**src/vna_pkg.sv**
```systemverilog
package vna_pkg;

	localparam int INDEX_BITS = 10;
	localparam int POS_BITS = 16;
	localparam int NORMAL_BITS = 16;
	localparam int QUEUE_DEPTH = 2;
	localparam int DIV_STEPS = 16;
	localparam int SQRT_STEPS = 32;

	typedef enum logic [1:0] {
		CMD_CLEAR = 2'd0,
		CMD_WRITE = 2'd1,
		CMD_FACE  = 2'd2,
		CMD_READ  = 2'd3
	} cmd_t;

	typedef struct packed {
		cmd_t                         cmd;
		logic [INDEX_BITS-1:0]        vertex_index;
		logic signed [POS_BITS-1:0]   pos_x;
		logic signed [POS_BITS-1:0]   pos_y;
		logic signed [POS_BITS-1:0]   pos_z;
		logic [INDEX_BITS-1:0]        corner_a;
		logic [INDEX_BITS-1:0]        corner_b;
		logic [INDEX_BITS-1:0]        corner_c;
	} request_t;

	typedef struct packed {
		logic signed [NORMAL_BITS-1:0] normal_x;
		logic signed [NORMAL_BITS-1:0] normal_y;
		logic signed [NORMAL_BITS-1:0] normal_z;
		logic                          zero_length;
		logic [INDEX_BITS-1:0]         read_index;
	} result_t;

	typedef struct packed {
		request_t req;
		logic     idx_ok;
	} queue_entry_t;

	typedef enum logic [3:0] {
		BK_IDLE,
		BK_SWEEP,
		BK_VRD,
		BK_MUL,
		BK_SRD,
		BK_SWR,
		BK_NRD,
		BK_NGO,
		BK_NWAIT
	} back_state_t;

	typedef enum logic [2:0] {
		NM_IDLE,
		NM_SHIFT,
		NM_SQ,
		NM_SQRT,
		NM_DSET,
		NM_DIV,
		NM_OUT
	} norm_state_t;

endpackage

```
**src/vna_norm.sv**
```systemverilog
module vna_norm #(
	parameter int SUM_BITS = 44
) (
	input  logic                                clk,
	input  logic                                arst_n,
	input  logic                                go,
	input  logic [vna_pkg::INDEX_BITS-1:0]      index,
	input  logic signed [SUM_BITS-1:0]          sx,
	input  logic signed [SUM_BITS-1:0]          sy,
	input  logic signed [SUM_BITS-1:0]          sz,
	output vna_pkg::result_t                    result,
	output logic                                valid
);

	localparam int MW = SUM_BITS;

	vna_pkg::norm_state_t st_q;
	vna_pkg::norm_state_t st_d;
	logic [MW-1:0]        mag_q [3];
	logic [2:0]           neg_q;
	logic [vna_pkg::INDEX_BITS-1:0] idx_q;
	logic [4:0]           cnt_q;
	logic [1:0]           k_q;
	logic [59:0]          sq_q;
	logic [61:0]          acc_q;
	logic [62:0]          n_q;
	logic [62:0]          r_q;
	logic [62:0]          bit_q;
	logic [47:0]          rem_q;
	logic [47:0]          ds_q;
	logic [15:0]          quo_q;
	logic [15:0]          qres_q [3];
	vna_pkg::result_t     res_q;
	logic                 valid_q;
	logic [MW-1:0]        orv;
	logic [29:0]          sq_op;
	logic [29:0]          div_op;
	logic [63:0]          trial;
	logic [15:0]          quo_d;

	assign orv = mag_q[0] | mag_q[1] | mag_q[2];
	assign trial = {1'b0, r_q} + {1'b0, bit_q};
	assign quo_d = {quo_q[14:0], rem_q >= ds_q};

	always_comb begin
		unique case (cnt_q[1:0])
			2'd0:    sq_op = mag_q[0][29:0];
			2'd1:    sq_op = mag_q[1][29:0];
			default: sq_op = mag_q[2][29:0];
		endcase
		unique case (k_q)
			2'd0:    div_op = mag_q[0][29:0];
			2'd1:    div_op = mag_q[1][29:0];
			default: div_op = mag_q[2][29:0];
		endcase
	end

	always_comb begin
		st_d = st_q;
		unique case (st_q)
			vna_pkg::NM_IDLE: begin
				if (go) begin
					st_d = vna_pkg::NM_SHIFT;
				end
			end
			vna_pkg::NM_SHIFT: begin
				if (orv == '0) begin
					st_d = vna_pkg::NM_IDLE;
				end else if (orv[MW-1:30] == '0 && orv[29]) begin
					st_d = vna_pkg::NM_SQ;
				end
			end
			vna_pkg::NM_SQ: begin
				if (cnt_q == 5'd3) begin
					st_d = vna_pkg::NM_SQRT;
				end
			end
			vna_pkg::NM_SQRT: begin
				if (cnt_q == 5'(vna_pkg::SQRT_STEPS - 1)) begin
					st_d = vna_pkg::NM_DSET;
				end
			end
			vna_pkg::NM_DSET: begin
				st_d = vna_pkg::NM_DIV;
			end
			vna_pkg::NM_DIV: begin
				if (cnt_q == 5'(vna_pkg::DIV_STEPS - 1)) begin
					st_d = (k_q == 2'd2) ? vna_pkg::NM_OUT : vna_pkg::NM_DSET;
				end
			end
			vna_pkg::NM_OUT: begin
				st_d = vna_pkg::NM_IDLE;
			end
			default: st_d = vna_pkg::NM_IDLE;
		endcase
	end

	always_ff @(posedge clk or negedge arst_n) begin
		if (!arst_n) begin
			st_q    <= vna_pkg::NM_IDLE;
			valid_q <= 1'b0;
			cnt_q   <= '0;
			k_q     <= '0;
		end else begin
			st_q    <= st_d;
			valid_q <= (st_q == vna_pkg::NM_OUT) ||
				(st_q == vna_pkg::NM_SHIFT && orv == '0);
			cnt_q   <= (st_d != st_q) ? 5'd0 : cnt_q + 1'b1;
			if (st_q == vna_pkg::NM_SQRT) begin
				k_q <= '0;
			end else if (st_q == vna_pkg::NM_DIV && st_d == vna_pkg::NM_DSET) begin
				k_q <= k_q + 1'b1;
			end
		end
	end

	always_ff @(posedge clk) begin
		unique case (st_q)
			vna_pkg::NM_IDLE: begin
				idx_q    <= index;
				neg_q    <= {sz[MW-1], sy[MW-1], sx[MW-1]};
				mag_q[0] <= sx[MW-1] ? $unsigned(-sx) : $unsigned(sx);
				mag_q[1] <= sy[MW-1] ? $unsigned(-sy) : $unsigned(sy);
				mag_q[2] <= sz[MW-1] ? $unsigned(-sz) : $unsigned(sz);
			end
			vna_pkg::NM_SHIFT: begin
				if (orv == '0) begin
					res_q.normal_x    <= '0;
					res_q.normal_y    <= '0;
					res_q.normal_z    <= '0;
					res_q.zero_length <= 1'b1;
					res_q.read_index  <= idx_q;
				end else if (orv[MW-1:30] != '0) begin
					for (int k = 0; k < 3; k++) begin
						mag_q[k] <= mag_q[k] >> 1;
					end
				end else if (!orv[29]) begin
					for (int k = 0; k < 3; k++) begin
						mag_q[k] <= mag_q[k] << 1;
					end
				end
				acc_q <= '0;
			end
			vna_pkg::NM_SQ: begin
				sq_q <= sq_op * sq_op;
				if (cnt_q == 5'd1 || cnt_q == 5'd2) begin
					acc_q <= acc_q + 62'(sq_q);
				end
				if (cnt_q == 5'd3) begin
					n_q   <= 63'(acc_q) + 63'(sq_q);
					r_q   <= '0;
					bit_q <= 63'(1) << 62;
				end
			end
			vna_pkg::NM_SQRT: begin
				if ({1'b0, n_q} >= trial) begin
					n_q <= n_q - trial[62:0];
					r_q <= (r_q >> 1) + bit_q;
				end else begin
					r_q <= r_q >> 1;
				end
				bit_q <= bit_q >> 2;
			end
			vna_pkg::NM_DSET: begin
				rem_q <= {3'b0, div_op, 15'b0} + 48'(r_q[31:0]);
				ds_q  <= {r_q[31:0], 16'b0};
				quo_q <= '0;
			end
			vna_pkg::NM_DIV: begin
				if (rem_q >= ds_q) begin
					rem_q <= rem_q - ds_q;
				end
				ds_q  <= ds_q >> 1;
				quo_q <= quo_d;
				if (cnt_q == 5'(vna_pkg::DIV_STEPS - 1)) begin
					qres_q[k_q] <= quo_d;
				end
			end
			vna_pkg::NM_OUT: begin
				res_q.normal_x    <= neg_q[0] ? 16'd0 - qres_q[0] : qres_q[0];
				res_q.normal_y    <= neg_q[1] ? 16'd0 - qres_q[1] : qres_q[1];
				res_q.normal_z    <= neg_q[2] ? 16'd0 - qres_q[2] : qres_q[2];
				res_q.zero_length <= 1'b0;
				res_q.read_index  <= idx_q;
			end
			default: begin
			end
		endcase
	end

	assign result = res_q;
	assign valid  = valid_q;

	a_single_strobe: assert property (@(posedge clk) disable iff (!arst_n)
		valid_q |=> !valid_q)
		else $error("result strobe held for more than one cycle");

	a_zero_normal: assert property (@(posedge clk) disable iff (!arst_n)
		valid_q && res_q.zero_length |->
		res_q.normal_x == '0 && res_q.normal_y == '0 && res_q.normal_z == '0)
		else $error("zero-length result carries a nonzero normal");

	a_unit_range: assert property (@(posedge clk) disable iff (!arst_n)
		valid_q |-> res_q.normal_x >= -16'sd16384 && res_q.normal_x <= 16'sd16384 &&
		res_q.normal_y >= -16'sd16384 && res_q.normal_y <= 16'sd16384 &&
		res_q.normal_z >= -16'sd16384 && res_q.normal_z <= 16'sd16384)
		else $error("normal component outside the unit range");

endmodule

```
**config.mk**
```make
export PLATFORM = sky130hd
export DESIGN_NAME = vna_norm
export DESIGN_NICKNAME = d
export VERILOG_FILES = /design/src/vna_pkg.sv /design/src/vna_norm.sv
export SDC_FILE = /design/constraint.sdc
export NUM_CORES = 2
export LEC_CHECK = 0
export ABC_AREA = 1
export BUFFER_PORTS_ARGS = -buffer_cell sky130_fd_sc_hd__buf_2
export CAP_MARGIN = 20
export CELL_PAD_IN_SITES_DETAIL_PLACEMENT = 0
export CELL_PAD_IN_SITES_GLOBAL_PLACEMENT = 1
export CORE_MARGIN = 4
export CORE_UTILIZATION = 25
export CTS_CLUSTER_DIAMETER = 100
export DETAILED_ROUTE_END_ITERATION = 10
export GPL_ROUTABILITY_DRIVEN = 0
export PLACE_DENSITY = 0.45
export SLEW_MARGIN = 10
export SYNTH_ARGS = -nofsm -noshare
export SYNTH_HDL_FRONTEND = slang
export SYNTH_SLANG_ARGS = --single-unit
```
**constraint.sdc**
```tcl
create_clock -name clk -period 25.2 [get_ports clk]
set_clock_uncertainty 0.05 [all_clocks]
set_input_delay 1.26 -clock clk [delete_from_list [all_inputs] [get_ports clk]]
set_output_delay 1.26 -clock clk [all_outputs]
set_load 0.005 [all_outputs]
```
==> results.md <==
- Status: complete, no violations
- Clk sinks: roughly 650
- Placed cell area: approximately 0.084 mm^2
- TNS Setup: 0 ns
- EDFF count, synth: about 640
- Pint: a little under 2 mW
- Vias: around 69000
- Syn Nets: around 12000
- TritonCTS clock tree: yes
- Drt wl/cell: approximately 23 um
- Port buffer count: about 200
- CTS Buf Count: 90
- CTS clock-pin slew for the worst setup and hold paths: around 0.06 ns
- Min-delay worst type: reg -> reg
- Vias in the first global route: approximately 73000
- R2R cell count: 37
- DR iter-0 viols: around 4800
- Via-to-Cell Ratio: about 4.7
- Initial antenna violation count: 13
- Highest net fanout along the worst path: 21
- Hold Vio Cnt, Final: 0
- Clock root cell: clkbuf_16
- Pwr dens: approximately 30 mW/mm^2
- Comb pwr share: 4.0%
- Routed WL: about 340000 um
- Layout cells sized above 1: 4.91%
- R2R Path End: sq_q[43]$_DFFE_PP_
- Crit Path Category: reg -> reg
- Crit path launch type: register
- Post-CTS Hold Buffers: 0
- RSZ-0062 raised after global routing: no
- Post_cts resized: 0
- Die Width: 568 um
- Switching part of the total: about a quarter
- Commonest non-fill, non-tap cell in the layout: inv_1
- H-tree depth: 3
- Most used cell, CP: inv_1
- Synth Area per Inst: roughly 7.6 um^2
- Fmax: 0.0948 GHz
- Drt pass-1 iters: 6
- First-pass GRT wire length: slightly below 500000 um
- Max IR drop VDD: 45.4 uV
- Core region area: slightly above 0.3 mm^2
- Crit path largest cell delay: roughly 0.83 ns
- R2r startpoint: cnt_q[0]$_DFF_PN0_
- Async SR Flop Fraction: approximately 1.7%
- Max Cap Viol: 0
- Fin crit share: roughly two fifths
- Tmin final: around 11 ns
- Crit end category: register
- Final instance area: just under 0.09 mm^2
- Leading post-synthesis cells by cell area: edfxtp_1, fa_1, inv_1
- Setup Viol. Count Final: 0
- DRT antenna net count: 0
- Total power: between 2 and 3 mW
- # rows: 205
- Area Overhead vs Synth: 11.6%
- Die height: 568 um
- Largest net degree at the start of global routing: about 130
- Most frequent cells in the layout: inv_1, nand2_1, nor2_1
- FF-to-FF setup slack: between 10 and 15 ns
- Leading area contributor after synthesis: edfxtp_1
- GR Util All Layers: 20.5%
- Global route overflow: 0
- Post-Syn Instances: between 10000 and 15000
- Flop pwr share: between 40 and 50%
- Relative slew margins: roughly 17%
- Clk pwr share: about half
- Net switching power: approximately 0.65 mW
- Initial core utilization: about 25%
- Register area share after synthesis: between 20 and 25%
- Nets: roughly 12000
- Critical Path End: sq_q[43]$_DFFE_PP_
- Synthesis Warnings: 0
- Post-Syn Area: 0.0783 mm^2
- Final Non-Filler Cells: approximately 15000
- Critical path required time: between 20 and 30 ns
- CP arrival: between 10 and 15 ns
- Longest Clk Path Bufs: 3
- DRC violations left: 0
- Clk_lat worst skew: 0.74 ns
- Post-DP HPWL: roughly 280000 um
- Postcts setup bufs: 0
- Boundary pin count: ~200
- Die area: approximately 0.32 mm^2
- Prevailing post-synth register cell: edfxtp_1
- Synth top area share: roughly a quarter
- Synth cell types: 55
- Final Max Tran Viols: 0
- Inst Count DP: roughly 15000
- Slew @ Worst Pin: around 1.2 ns
- Leak: slightly above 40 nW
- Crit path launch: cnt_q[0]$_DFF_PN0_
- Yosys reg bits: approximately 650
- Slowest cell on the critical path: a21oi_1
[layer usage]
layer  routed length, um  vias up  GRT usage, %
li1                    -    33317             -
met1              159000    34367          28.6
met2              157000     1292          34.3
met3               10900      257          1.50
met4                8310        0          4.91
met5                   0        -             0
[worst min path at each step]
stage                       start                  end  cells after the start
2_1_floorplan  idx_q[0]$_DFFE_PP_  result[0]$_DFFE_PP_                      0
3_3_place_gp   idx_q[1]$_DFFE_PP_  result[1]$_DFFE_PP_                      0
3_5_place_dp   idx_q[0]$_DFFE_PP_  result[0]$_DFFE_PP_                      0
4_1_cts        idx_q[0]$_DFFE_PP_  result[0]$_DFFE_PP_                      0
5_1_grt        idx_q[0]$_DFFE_PP_  result[0]$_DFFE_PP_                      0
6_report       idx_q[0]$_DFFE_PP_  result[0]$_DFFE_PP_                      0
[stage by stage]
step                setup WS, ns  utilization (%)  hold WS [ns]
global route               14.05             28.0         0.342
CTS                        14.71             28.0         0.320
finish                     14.66             28.0         0.339
detailed placement         14.72             27.1         0.355
global placement           14.83             27.1         0.351
floorplan                  17.07                -         0.350
[cell usage after synthesis, types with 21 or more instances]
| library cell | number |
|---|---|
| a21oi_1 | 573 |
| o21a_1 | 27 |
| clkbuf_1 | 191 |
| o211ai_1 | 70 |
| nor2_1 | 993 |
| buf_2 | 24 |
| or2_2 | 29 |
| edfxtp_1 | 642 |
| ha_1 | 519 |
| o21ai_1 | 21 |
| o21ai_0 | 706 |
| xnor2_1 | 113 |
| nand3b_1 | 37 |
| nand4_1 | 112 |
| nand2_1 | 2159 |
| o221ai_1 | 38 |
| a31oi_1 | 49 |
| inv_1 | 2171 |
| o22ai_1 | 61 |
| buf_1 | 37 |
| nor4_1 | 30 |
| nand3_1 | 440 |
| a21o_1 | 39 |
| xor2_1 | 218 |
| o21bai_1 | 60 |
| fa_1 | 710 |
| nor3_1 | 144 |
[power by group through the flow]
stage               logic, mW  registers (mW)  clock network (mW)
global route            0.115            1.18                1.40
CTS                     0.104            1.18                1.37
global placement        0.104            1.20                   0
floorplan              0.0535            1.20                   0
detailed placement      0.103            1.20                   0
finish                  0.103            1.18                1.32
[critical path: cells and delay by family (launching register included)]
| family | cells | cell delay (ns) |
|---|---|---|
| fa+ha+maj | 10 | 4.62 |
| buf+inv | 13 | 2.29 |
| compound gates | 7 | 2.06 |
| simple gates | 7 | 0.85 |
| flops | 1 | 0.41 |
[sequential cells by signal, summed over array words and instances, names as in the netlist, 2 cells and up]
register / flops
quo_q: 15
mag_q: 132
idx_q: 10
acc_q: 62
k_q: 2
cnt_q: 5
result: 59
bit_q: 32
qres_q: 48
st_q: 3
sq_q: 59
rem_q: 48
r_q: 63
n_q: 63
ds_q: 48
neg_q: 3
[final cells by class]
cell class                 count  area [um^2]
antenna                        7         17.5
clock buffer                 107         2320
clock inverter                60          639
fill                       34521       225000
inverter                    2176         8170
multi-input combinational   7251        49800
sequential                   653        19600
tap                         4140         5180
timing repair buffer         294         1710
[logic make-up after synthesis]
logic type / Yosys count / synth area share (%)
and+or+nand+nor: 3989 / 21.0
muxes: 1 / 0.0144
xor gates and xnor gates: 331 / 3.70
DFF: 653 / 25.0
adders and majority gates: 1229 / 26.5
AOI/OAI and AO/OA: 1701 / 12.1
buffers and inverters: 2438 / 11.8
(Power assumes the default switching activity.)
